--- src/rtl/core/qbf_pkg.sv ---
// ----------------------------------------------------------------------------
// qbf_pkg
// Shared types and constants for the quadratic Bezier flattener.
// ----------------------------------------------------------------------------
package qbf_pkg;

    localparam int COORD_W   = 24;   // Q12.12 coordinate
    localparam int STEP_W    = 6;    // step count field
    localparam int CFG_IDX_W = 2;    // configuration register index
    localparam int MIN_STEPS = 2;
    localparam int MAX_STEPS = 63;

    localparam int COEF_C_W  = 11;   // 2*k*(n-k) <= 1984
    localparam int COEF_E_W  = 12;   // k*k <= 3844
    localparam int SQ_W      = 12;   // n*n <= 3969
    localparam int PROD_W    = 37;   // signed numerator
    localparam int DVD_W     = 36;   // 2*|num| + n*n
    localparam int DSR_W     = 13;   // 2*n*n
    localparam int DIV_STEPS = COORD_W;
    localparam int DIV_CNT_W = $clog2(DIV_STEPS);

    typedef enum logic [CFG_IDX_W-1:0] {
        REG_CTRL_X = 2'd0,
        REG_CTRL_Y = 2'd1,
        REG_END_X  = 2'd2,
        REG_END_Y  = 2'd3
    } cfg_reg_t;

    typedef enum logic [3:0] {
        S_IDLE,
        S_ORIGIN,
        S_COEF,
        S_MUL,
        S_SUM,
        S_PREP,
        S_DIV,
        S_RES,
        S_EMIT,
        S_FINAL
    } state_t;

    typedef struct packed {
        logic load;       // latch step count, load origin into output regs
        logic put_end;    // load end point, flagged last
        logic put_quot;   // load divider results
        logic coef;       // register k*(n-k) and k*k
        logic mul;        // register lane products
        logic sum;        // register numerator
        logic div_start;  // load divider
        logic div_step;   // one quotient bit
        logic k_inc;      // next interior vertex
    } dp_cmd_t;

    typedef struct packed {
        logic ctrl_zero;
        logic last_interior;
    } dp_status_t;

endpackage

--- src/rtl/core/qbf_lane.sv ---
// ----------------------------------------------------------------------------
// qbf_lane
// One coordinate lane: numerator products, sum, and a restoring divider
// that produces the rounded quotient one bit per cycle.
// ----------------------------------------------------------------------------
module qbf_lane (
    input  logic                                  clk,
    input  qbf_pkg::dp_cmd_t                      cmd,
    input  logic signed [qbf_pkg::COORD_W-1:0]    c,
    input  logic signed [qbf_pkg::COORD_W-1:0]    e,
    input  logic        [qbf_pkg::COEF_C_W-1:0]   coef_c,
    input  logic        [qbf_pkg::COEF_E_W-1:0]   coef_e,
    input  logic        [qbf_pkg::SQ_W-1:0]       d,
    output logic signed [qbf_pkg::COORD_W-1:0]    result
);

    logic signed [qbf_pkg::PROD_W-1:0]   prod_c_reg;
    logic signed [qbf_pkg::PROD_W-1:0]   prod_e_reg;
    logic signed [qbf_pkg::PROD_W-1:0]   num_reg;
    logic                                neg_reg;
    logic        [qbf_pkg::DSR_W-1:0]    rem_reg;
    logic        [qbf_pkg::COORD_W-1:0]  quo_reg;

    logic signed [qbf_pkg::PROD_W-2:0]   prod_c;
    logic signed [qbf_pkg::PROD_W-1:0]   prod_e;
    logic        [qbf_pkg::PROD_W-1:0]   mag;
    logic        [qbf_pkg::DVD_W-1:0]    dvd;
    logic        [qbf_pkg::DSR_W-1:0]    dsr;
    logic        [qbf_pkg::DSR_W:0]      trial;
    logic        [qbf_pkg::DSR_W:0]      diff;
    logic                                ge;
    logic        [qbf_pkg::DSR_W-1:0]    rem_next;

    assign prod_c = (qbf_pkg::PROD_W-1)'(c)
                  * (qbf_pkg::PROD_W-1)'($signed({1'b0, coef_c}));
    assign prod_e = qbf_pkg::PROD_W'(e) * qbf_pkg::PROD_W'($signed({1'b0, coef_e}));

    // round half away from zero: floor((2|num| + d) / 2d)
    assign mag   = num_reg[qbf_pkg::PROD_W-1] ? qbf_pkg::PROD_W'(-num_reg)
                                               : qbf_pkg::PROD_W'(num_reg);
    assign dvd   = {mag[qbf_pkg::DVD_W-2:0], 1'b0} + qbf_pkg::DVD_W'(d);
    assign dsr   = {d, 1'b0};
    assign trial = {rem_reg, quo_reg[qbf_pkg::COORD_W-1]};
    assign diff  = trial - {1'b0, dsr};
    assign ge    = trial >= {1'b0, dsr};

    always_comb
    begin
        if (ge)
        begin
            rem_next = diff[qbf_pkg::DSR_W-1:0];
        end
        else
        begin
            rem_next = trial[qbf_pkg::DSR_W-1:0];
        end
    end

    always_ff @(posedge clk)
    begin
        if (cmd.mul)
        begin
            prod_c_reg <= qbf_pkg::PROD_W'(prod_c);
            prod_e_reg <= prod_e;
        end
        if (cmd.sum)
        begin
            num_reg <= prod_c_reg + prod_e_reg;
        end
        if (cmd.div_start)
        begin
            neg_reg <= num_reg[qbf_pkg::PROD_W-1];
            // quotient fits in COORD_W bits, so the upper dividend part is below 2d
            rem_reg <= qbf_pkg::DSR_W'(dvd[qbf_pkg::DVD_W-1:qbf_pkg::COORD_W]);
            quo_reg <= dvd[qbf_pkg::COORD_W-1:0];
        end
        else if (cmd.div_step)
        begin
            rem_reg <= rem_next;
            quo_reg <= {quo_reg[qbf_pkg::COORD_W-2:0], ge};
        end
    end

    assign result = neg_reg ? -$signed(quo_reg) : $signed(quo_reg);

endmodule

--- src/rtl/core/qbf_datapath.sv ---
// ----------------------------------------------------------------------------
// qbf_datapath
// Configuration registers, step/vertex counters, coefficient stage,
// two coordinate lanes and the output registers.
// ----------------------------------------------------------------------------
module qbf_datapath (
    input  logic                                  clk,
    input  logic                                  rst_n,
    input  logic                                  cfg_we,
    input  logic        [qbf_pkg::CFG_IDX_W-1:0]  cfg_index,
    input  logic        [qbf_pkg::COORD_W-1:0]    cfg_data,
    input  logic        [qbf_pkg::STEP_W-1:0]     step_count,
    input  qbf_pkg::dp_cmd_t                      cmd,
    output qbf_pkg::dp_status_t                   status,
    output logic signed [qbf_pkg::COORD_W-1:0]    point_x,
    output logic signed [qbf_pkg::COORD_W-1:0]    point_y,
    output logic                                  last_point
);

    logic signed [qbf_pkg::COORD_W-1:0]   ctrl_x_reg;
    logic signed [qbf_pkg::COORD_W-1:0]   ctrl_y_reg;
    logic signed [qbf_pkg::COORD_W-1:0]   end_x_reg;
    logic signed [qbf_pkg::COORD_W-1:0]   end_y_reg;

    logic        [qbf_pkg::STEP_W-1:0]    n_reg;
    logic        [qbf_pkg::STEP_W-1:0]    k_reg;
    logic        [qbf_pkg::SQ_W-1:0]      d_reg;
    logic        [qbf_pkg::COEF_C_W-1:0]  coef_c_reg;
    logic        [qbf_pkg::COEF_E_W-1:0]  coef_e_reg;
    logic signed [qbf_pkg::COORD_W-1:0]   point_x_reg;
    logic signed [qbf_pkg::COORD_W-1:0]   point_y_reg;
    logic                                 last_reg;

    logic        [qbf_pkg::STEP_W-1:0]    n_sat;
    logic        [qbf_pkg::SQ_W-1:0]      n_sq;
    logic        [qbf_pkg::STEP_W-1:0]    n_minus_k;
    logic        [qbf_pkg::COEF_E_W-1:0]  k_nk;
    logic        [qbf_pkg::COEF_E_W-1:0]  k_sq;
    logic signed [qbf_pkg::COORD_W-1:0]   res_x;
    logic signed [qbf_pkg::COORD_W-1:0]   res_y;

    always_ff @(posedge clk or negedge rst_n)
    begin
        if (!rst_n)
        begin
            ctrl_x_reg <= '0;
            ctrl_y_reg <= '0;
            end_x_reg  <= '0;
            end_y_reg  <= '0;
        end
        else if (cfg_we)
        begin
            case (qbf_pkg::cfg_reg_t'(cfg_index))
                qbf_pkg::REG_CTRL_X: ctrl_x_reg <= cfg_data;
                qbf_pkg::REG_CTRL_Y: ctrl_y_reg <= cfg_data;
                qbf_pkg::REG_END_X:  end_x_reg  <= cfg_data;
                qbf_pkg::REG_END_Y:  end_y_reg  <= cfg_data;
                default: ;
            endcase
        end
    end

    always_comb
    begin
        if (step_count < qbf_pkg::STEP_W'(qbf_pkg::MIN_STEPS))
        begin
            n_sat = qbf_pkg::STEP_W'(qbf_pkg::MIN_STEPS);
        end
        else if (step_count > qbf_pkg::STEP_W'(qbf_pkg::MAX_STEPS))
        begin
            n_sat = qbf_pkg::STEP_W'(qbf_pkg::MAX_STEPS);
        end
        else
        begin
            n_sat = step_count;
        end
    end

    assign n_sq      = {6'd0, n_sat} * {6'd0, n_sat};
    assign n_minus_k = n_reg - k_reg;
    assign k_nk      = {6'd0, k_reg} * {6'd0, n_minus_k};
    assign k_sq      = {6'd0, k_reg} * {6'd0, k_reg};

    always_ff @(posedge clk or negedge rst_n)
    begin
        if (!rst_n)
        begin
            n_reg <= qbf_pkg::STEP_W'(qbf_pkg::MIN_STEPS);
            k_reg <= '0;
        end
        else if (cmd.load)
        begin
            n_reg <= n_sat;
            k_reg <= qbf_pkg::STEP_W'(1);
        end
        else if (cmd.k_inc)
        begin
            k_reg <= k_reg + qbf_pkg::STEP_W'(1);
        end
    end

    always_ff @(posedge clk)
    begin
        if (cmd.load)
        begin
            d_reg <= n_sq;
        end
        if (cmd.coef)
        begin
            coef_c_reg <= {k_nk[qbf_pkg::COEF_C_W-2:0], 1'b0};
            coef_e_reg <= k_sq;
        end
        if (cmd.load)
        begin
            point_x_reg <= '0;
            point_y_reg <= '0;
            last_reg    <= 1'b0;
        end
        else if (cmd.put_end)
        begin
            point_x_reg <= end_x_reg;
            point_y_reg <= end_y_reg;
            last_reg    <= 1'b1;
        end
        else if (cmd.put_quot)
        begin
            point_x_reg <= res_x;
            point_y_reg <= res_y;
            last_reg    <= 1'b0;
        end
    end

    qbf_lane u_lane_x (
        .clk    (clk),
        .cmd    (cmd),
        .c      (ctrl_x_reg),
        .e      (end_x_reg),
        .coef_c (coef_c_reg),
        .coef_e (coef_e_reg),
        .d      (d_reg),
        .result (res_x)
    );

    qbf_lane u_lane_y (
        .clk    (clk),
        .cmd    (cmd),
        .c      (ctrl_y_reg),
        .e      (end_y_reg),
        .coef_c (coef_c_reg),
        .coef_e (coef_e_reg),
        .d      (d_reg),
        .result (res_y)
    );

    assign status.ctrl_zero     = (ctrl_x_reg == '0) && (ctrl_y_reg == '0);
    assign status.last_interior = (k_reg == n_reg - qbf_pkg::STEP_W'(1));

    assign point_x    = point_x_reg;
    assign point_y    = point_y_reg;
    assign last_point = last_reg;

`ifndef NO_ASSERTIONS
    // interior vertex index stays strictly inside the step range
    assert property (@(posedge clk) disable iff (!rst_n)
        cmd.coef |-> (k_reg != '0) && (k_reg < n_reg))
        else $error("vertex index out of range");

    // the end point is flagged and carries the configured end coordinates
    assert property (@(posedge clk) disable iff (!rst_n)
        cmd.put_end |=> last_reg && (point_x_reg == end_x_reg)
                        && (point_y_reg == end_y_reg))
        else $error("end point not loaded");
`endif

endmodule

--- src/rtl/core/qbf_ctrl.sv ---
// ----------------------------------------------------------------------------
// qbf_ctrl
// Sequencer for one flattening run: origin, per-vertex multiply/divide
// steps, end point. Drives the datapath commands and the handshakes.
// ----------------------------------------------------------------------------
module qbf_ctrl (
    input  logic                 clk,
    input  logic                 rst_n,
    input  logic                 in_valid,
    output logic                 in_ready,
    output logic                 out_valid,
    input  logic                 out_ready,
    input  qbf_pkg::dp_status_t  status,
    output qbf_pkg::dp_cmd_t     cmd
);

    qbf_pkg::state_t                 state_reg;
    qbf_pkg::state_t                 state_next;
    logic [qbf_pkg::DIV_CNT_W-1:0]   div_cnt_reg;
    logic [qbf_pkg::DIV_CNT_W-1:0]   div_cnt_next;
    logic                            div_last;

    assign div_last = (div_cnt_reg == qbf_pkg::DIV_CNT_W'(qbf_pkg::DIV_STEPS - 1));

    always_ff @(posedge clk or negedge rst_n)
    begin
        if (!rst_n)
        begin
            state_reg   <= qbf_pkg::S_IDLE;
            div_cnt_reg <= '0;
        end
        else
        begin
            state_reg   <= state_next;
            div_cnt_reg <= div_cnt_next;
        end
    end

    // next state
    always_comb
    begin
        state_next   = state_reg;
        div_cnt_next = div_cnt_reg;
        case (state_reg)
            qbf_pkg::S_IDLE:
            begin
                if (in_valid)
                begin
                    state_next = qbf_pkg::S_ORIGIN;
                end
            end
            qbf_pkg::S_ORIGIN:
            begin
                if (out_ready)
                begin
                    state_next = status.ctrl_zero ? qbf_pkg::S_FINAL : qbf_pkg::S_COEF;
                end
            end
            qbf_pkg::S_COEF: state_next = qbf_pkg::S_MUL;
            qbf_pkg::S_MUL:  state_next = qbf_pkg::S_SUM;
            qbf_pkg::S_SUM:  state_next = qbf_pkg::S_PREP;
            qbf_pkg::S_PREP: state_next = qbf_pkg::S_DIV;
            qbf_pkg::S_DIV:
            begin
                if (div_last)
                begin
                    state_next   = qbf_pkg::S_RES;
                    div_cnt_next = '0;
                end
                else
                begin
                    div_cnt_next = div_cnt_reg + qbf_pkg::DIV_CNT_W'(1);
                end
            end
            qbf_pkg::S_RES:  state_next = qbf_pkg::S_EMIT;
            qbf_pkg::S_EMIT:
            begin
                if (out_ready)
                begin
                    state_next = status.last_interior ? qbf_pkg::S_FINAL
                                                      : qbf_pkg::S_COEF;
                end
            end
            qbf_pkg::S_FINAL:
            begin
                if (out_ready)
                begin
                    state_next = qbf_pkg::S_IDLE;
                end
            end
            default: state_next = qbf_pkg::S_IDLE;
        endcase
    end

    // outputs
    always_comb
    begin
        cmd       = '0;
        in_ready  = 1'b0;
        out_valid = 1'b0;
        case (state_reg)
            qbf_pkg::S_IDLE:
            begin
                in_ready = 1'b1;
                cmd.load = in_valid;
            end
            qbf_pkg::S_ORIGIN:
            begin
                out_valid   = 1'b1;
                cmd.put_end = out_ready && status.ctrl_zero;
            end
            qbf_pkg::S_COEF: cmd.coef      = 1'b1;
            qbf_pkg::S_MUL:  cmd.mul       = 1'b1;
            qbf_pkg::S_SUM:  cmd.sum       = 1'b1;
            qbf_pkg::S_PREP: cmd.div_start = 1'b1;
            qbf_pkg::S_DIV:  cmd.div_step  = 1'b1;
            qbf_pkg::S_RES:  cmd.put_quot  = 1'b1;
            qbf_pkg::S_EMIT:
            begin
                out_valid   = 1'b1;
                cmd.put_end = out_ready && status.last_interior;
                cmd.k_inc   = out_ready && !status.last_interior;
            end
            qbf_pkg::S_FINAL: out_valid = 1'b1;
            default: ;
        endcase
    end

`ifndef NO_ASSERTIONS
    // the step counter only runs while dividing
    assert property (@(posedge clk) disable iff (!rst_n)
        (state_reg != qbf_pkg::S_DIV) |-> (div_cnt_reg == '0))
        else $error("divider count active outside divide");

    // the divider always completes its full set of steps
    assert property (@(posedge clk) disable iff (!rst_n)
        (state_reg == qbf_pkg::S_DIV) && (state_next != qbf_pkg::S_DIV) |-> div_last)
        else $error("divide left early");

    // never take a new request while a vertex is on offer
    assert property (@(posedge clk) disable iff (!rst_n)
        !(in_ready && out_valid))
        else $error("input and output active together");

    // a vertex leaves the divider only after a full multiply/divide pass
    assert property (@(posedge clk) disable iff (!rst_n)
        cmd.put_quot |-> $past(cmd.div_step) && $past(div_last))
        else $error("quotient taken before divide finished");
`endif

endmodule

--- src/rtl/core/quadratic_bezier_flattener.sv ---
// ----------------------------------------------------------------------------
// quadratic_bezier_flattener
// Uniform flattening of a quadratic Bezier curve from the origin through a
// configured control point to a configured end point.
// ----------------------------------------------------------------------------
// Usage:
//   cfg channel: cfg_index selects ctrl_x, ctrl_y, end_x, end_y (0..3);
//   cfg_data is the signed Q12.12 value. Always ready; write only when idle.
//   in channel: one transaction carries step_count n (clamped to 2..63).
//   out channel: the origin, n-1 interior vertices at t = k/n, then the end
//   point with last_point set. A zero control point gives only the origin
//   and the end point.
// Timing: the origin is offered in the cycle after the request is taken. Each
//   interior vertex passes through coefficient, multiply, sum, divider load,
//   the bit-serial divider, result load and output, plus any output wait.
//   One request is in flight at a time; in_ready returns after the end point
//   is taken.
// Stall: a vertex stays on the outputs while out_ready is low; work resumes
//   once it is taken.
// Reset: all configuration registers clear to zero and the block goes idle.
// ----------------------------------------------------------------------------
module quadratic_bezier_flattener (
    input  logic                                  clk,
    input  logic                                  rst_n,
    input  logic                                  cfg_valid,
    output logic                                  cfg_ready,
    input  logic        [qbf_pkg::CFG_IDX_W-1:0]  cfg_index,
    input  logic        [qbf_pkg::COORD_W-1:0]    cfg_data,
    input  logic                                  in_valid,
    output logic                                  in_ready,
    input  logic        [qbf_pkg::STEP_W-1:0]     step_count,
    output logic                                  out_valid,
    input  logic                                  out_ready,
    output logic signed [qbf_pkg::COORD_W-1:0]    point_x,
    output logic signed [qbf_pkg::COORD_W-1:0]    point_y,
    output logic                                  last_point
);

    qbf_pkg::dp_cmd_t     cmd;
    qbf_pkg::dp_status_t  status;

    assign cfg_ready = 1'b1;

    qbf_ctrl u_ctrl (
        .clk       (clk),
        .rst_n     (rst_n),
        .in_valid  (in_valid),
        .in_ready  (in_ready),
        .out_valid (out_valid),
        .out_ready (out_ready),
        .status    (status),
        .cmd       (cmd)
    );

    qbf_datapath u_datapath (
        .clk        (clk),
        .rst_n      (rst_n),
        .cfg_we     (cfg_valid),
        .cfg_index  (cfg_index),
        .cfg_data   (cfg_data),
        .step_count (step_count),
        .cmd        (cmd),
        .status     (status),
        .point_x    (point_x),
        .point_y    (point_y),
        .last_point (last_point)
    );

endmodule
--- config.mk ---
export PLATFORM = sky130hd
export DESIGN_NAME = quadratic_bezier_flattener
export DESIGN_NICKNAME = d
export VERILOG_FILES = /design/src/rtl/core/qbf_pkg.sv /design/src/rtl/core/qbf_lane.sv /design/src/rtl/core/qbf_datapath.sv /design/src/rtl/core/qbf_ctrl.sv /design/src/rtl/core/quadratic_bezier_flattener.sv
export SDC_FILE = /design/constraint.sdc
export NUM_CORES = 2
export LEC_CHECK = 0
export BUFFER_PORTS_ARGS = -buffer_cell sky130_fd_sc_hd__buf_4
export CAP_MARGIN = 20
export CELL_PAD_IN_SITES_DETAIL_PLACEMENT = 1
export CELL_PAD_IN_SITES_GLOBAL_PLACEMENT = 2
export CORE_MARGIN = 2
export CORE_UTILIZATION = 30
export CTS_BUF_LIST = sky130_fd_sc_hd__clkbuf_8
export CTS_CLUSTER_SIZE = 24
export DETAILED_ROUTE_END_ITERATION = 7
export GPL_ROUTABILITY_DRIVEN = 0
export PLACE_DENSITY_LB_ADDON = 0.1
export SLEW_MARGIN = 30
export SYNTH_ARGS = -nofsm -noshare
export SYNTH_HDL_FRONTEND = slang
export SYNTH_SLANG_ARGS = --single-unit
export TNS_END_PERCENT = 50
--- constraint.sdc ---
create_clock -name clk -period 25.5 [get_ports clk]
set_input_delay 0 -clock clk [delete_from_list [all_inputs] [get_ports clk]]
set_output_delay 0 -clock clk [all_outputs]
set_load 0.01 [all_outputs]
==> results.ini <==
[logic_synthesis]
synth_most_common_cell=inv_1
netlist_area_um2=65100
synth_ff_type=edfxtp_1
syn_avg_cell_area_um2=9.49
synth_cell_types=85
synth_area_leaders=fa_1 28%, edfxtp_1 15%, ha_1 10%, inv_1 6.9%, and2_1 5.4%
synth_largest_area_cell=fa_1
synth_commonest_cells=1,204 x inv_1, 921 x fa_1, 736 x nand2_1
ys_warn_count=0
synth_top_area_share_pct=28.3
synth_edf_count=322
async_flop_share_pct=23.9
ys_ff_latch=490
netlist_instances=6863
yosysSeqAreaShare_pct=20.9

[sta]
slew_headroom_pct=34.0
tns_ns=0
final-setup-viol-count=0
fin_crit_sh_pct=28.6
rsz0062_at_grt=false
worstMarginPinSlew_ns=0.990
max_freq_ghz=0.137
fin_crit_ns=7.30
finalMaxSlewViolations=0
fin_worst_skew_ns=0.0605
hold_viol=0

[setup_path]
start_kind=flop
r2r-end=u_datapath.u_lane_x.prod_e_reg[36]
required_ns=26.09
cp.arrival_ns=7.88
crit_top_cell=fa_1
slowest_delay_ns=0.70
path_delay_family=adder cells
crit_chain=buf_4, nand2_1, fa_1, fa_1, inv_1, fa_1, fa_1, inv_1, fa_1, inv_1, ha_1, a21o_1, a21o_1, a21o_1, or4_1, o221ai_1, a21oi_1, a21o_1, a2111oi_0, o22ai_1, xnor2_1
regToRegStartpoint=u_datapath.coef_e_reg[4]
critPathBufInv=4
crit_start=u_datapath.coef_e_reg[4]
rrSetupSlack_ns=18.20
worst_r2r_path_depth=21
critPathMaxFanout=24
endpoint=u_datapath.u_lane_x.prod_e_reg[36]
cp.depth=21
end_kind=flop
crit_slowest_cell=edfxtp_1
critPathKind=flop to flop

[detailed_routing]
firstDrtPassIters=5
drt-total-wl_mm=218
routedWlPerCell_um=22.1
num_vias=47800
routed_via_density=4.84
drc_errors=0
drt_first_iter_violations=2233
drtAntennaViolNets=0

[min_path]
hold_path_class=primary input to flop

[finish]
nets=8407
design_area_um2=71900
areaGrowthSynthToFinish_pct=10.4
drive_above_1_share_pct=6.51

[clock_tree]
htree_levels=3
postCtsHoldBufs=86
clock_latency_ns=0.90
cts_max_path_buffers=3
clockRootBuffer=clkbuf_8
path_clk_slew_ns=0.06
ctsResizeCount=0
post_cts_buffers=0
cts_tree=built
numCtsBuffers=100
clkSinkCount=490

[floorplan]
design.core.area_um2=217000
die_area_um2=221000
initial_core_util_pct=30.1
die_x_um=470
ios=89
die_y_um=470
row_count=171

[global_routing]
overflow=0
grt_pass1_wl_mm=333
track_usage_pct=20.0
grt_pass1_vias=52700
antenna_found_initial=46
grt_max_degree=64

[status]
status=completed

[place]
dpl_cell_area_um2=68800
hpwl_mm=175
port_buffers=87

[job]
drv_cap=0

[logic make-up after synthesis]
| group | after synthesis | share of synthesized area, % |
|---|---|---|
| muxes | 129 | 2.18 |
| adders and majority gates | 1453 | 38.5 |
| DFF | 490 | 20.9 |
| and+or+nand+nor | 2001 | 15.3 |
| xor gates and xnor gates | 405 | 5.45 |
| other | 2 | 0.0115 |
| AOI/OAI and AO/OA | 889 | 8.95 |
| buffers and inverters | 1494 | 8.62 |
[metal layers]
layer | GRT usage (%) | vias to the layer above | routed length [um]
met1 | 27.3 | 24700 | 99800
met3 | 2.87 | 226 | 10500
met4 | 4.27 | 4 | 4790
met5 | 0 | - | 20
li1 | - | 22100 | -
met2 | 33.4 | 684 | 103000
[worst reg2reg max path, cell delays in order, from the launching register on]
cell	delay, ns
edfxtp_1	0.70
buf_4	0.45
nand2_1	0.16
fa_1	0.54
fa_1	0.52
inv_1	0.05
fa_1	0.49
fa_1	0.49
inv_1	0.05
fa_1	0.47
inv_1	0.04
ha_1	0.34
a21o_1	0.19
a21o_1	0.17
a21o_1	0.20
or4_1	0.47
o221ai_1	0.38
a21oi_1	0.17
a21o_1	0.23
a2111oi_0	0.53
o22ai_1	0.19
xnor2_1	0.16
[cells in the final DEF, fill, tap and decap left out, types with 24 or more instances in the layout]
master	count
a21oi_1	214
o21bai_1	30
nand2b_1	44
fa_1	921
nor2b_1	45
mux2_2	104
nor3_1	65
nor4_1	28
xor2_1	148
dfxtp_1	51
nand4_1	24
ha_1	532
xnor2_1	257
nand2_1	735
o21ai_0	198
mux2i_1	25
or3_1	44
inv_1	1240
dlygate4sd3_1	85
and2_1	564
or2_2	24
a221oi_1	49
o31ai_1	41
nor2_1	275
dfrtp_1	116
o21a_1	34
a211oi_1	28
edfxtp_1	322
clkbuf_8	121
buf_4	143
nand3_1	61
a31oi_1	33
a21o_1	109
[how the worst min path moves through the flow]
stage	endpoint	from	cells after the start	slack [ns]
finish	u_datapath.ctrl_x_reg[22]	cfg_data[22]	3	0.10
global route	u_datapath.ctrl_x_reg[22]	cfg_data[22]	3	0.03
CTS	u_datapath.ctrl_x_reg[22]	cfg_data[22]	3	0.0009
detailed placement	u_ctrl.div_cnt_reg[4]	rst_n	1	0.04
global placement	u_ctrl.div_cnt_reg[4]	rst_n	1	0.03
floorplan	u_ctrl.div_cnt_reg[0]	rst_n	0	-0.30
[area by class of cell]
type,instances,area [um^2]
Antenna cell,19,47.5
Tap cell,2854,3570
Multi-Input combinational cell,4882,45900
Clock buffer,121,1670
Inverter,1206,4530
Sequential cell,490,13600
Fill cell,24700,145000
Clock inverter,68,444
Timing Repair Buffer,237,2070
[stage by stage]
stage | hold WS [ns] | std cells | worst slack, ns | util (%)
finish | 0.105 | 9877 | 18.20 | 33.2
global route | 0.0265 | 9865 | 17.67 | 33.2
CTS | 0.000891 | 9855 | 17.78 | 33.1
detailed placement | 0.0436 | 9580 | 17.87 | 31.8
global placement | 0.0344 | 9576 | 17.92 | 31.7
floorplan | -0.296 | 6866 | 14.25 | -
Power is not shown: default switching activity piles up to over one toggle a cycle in this logic, so the estimate is an artifact.
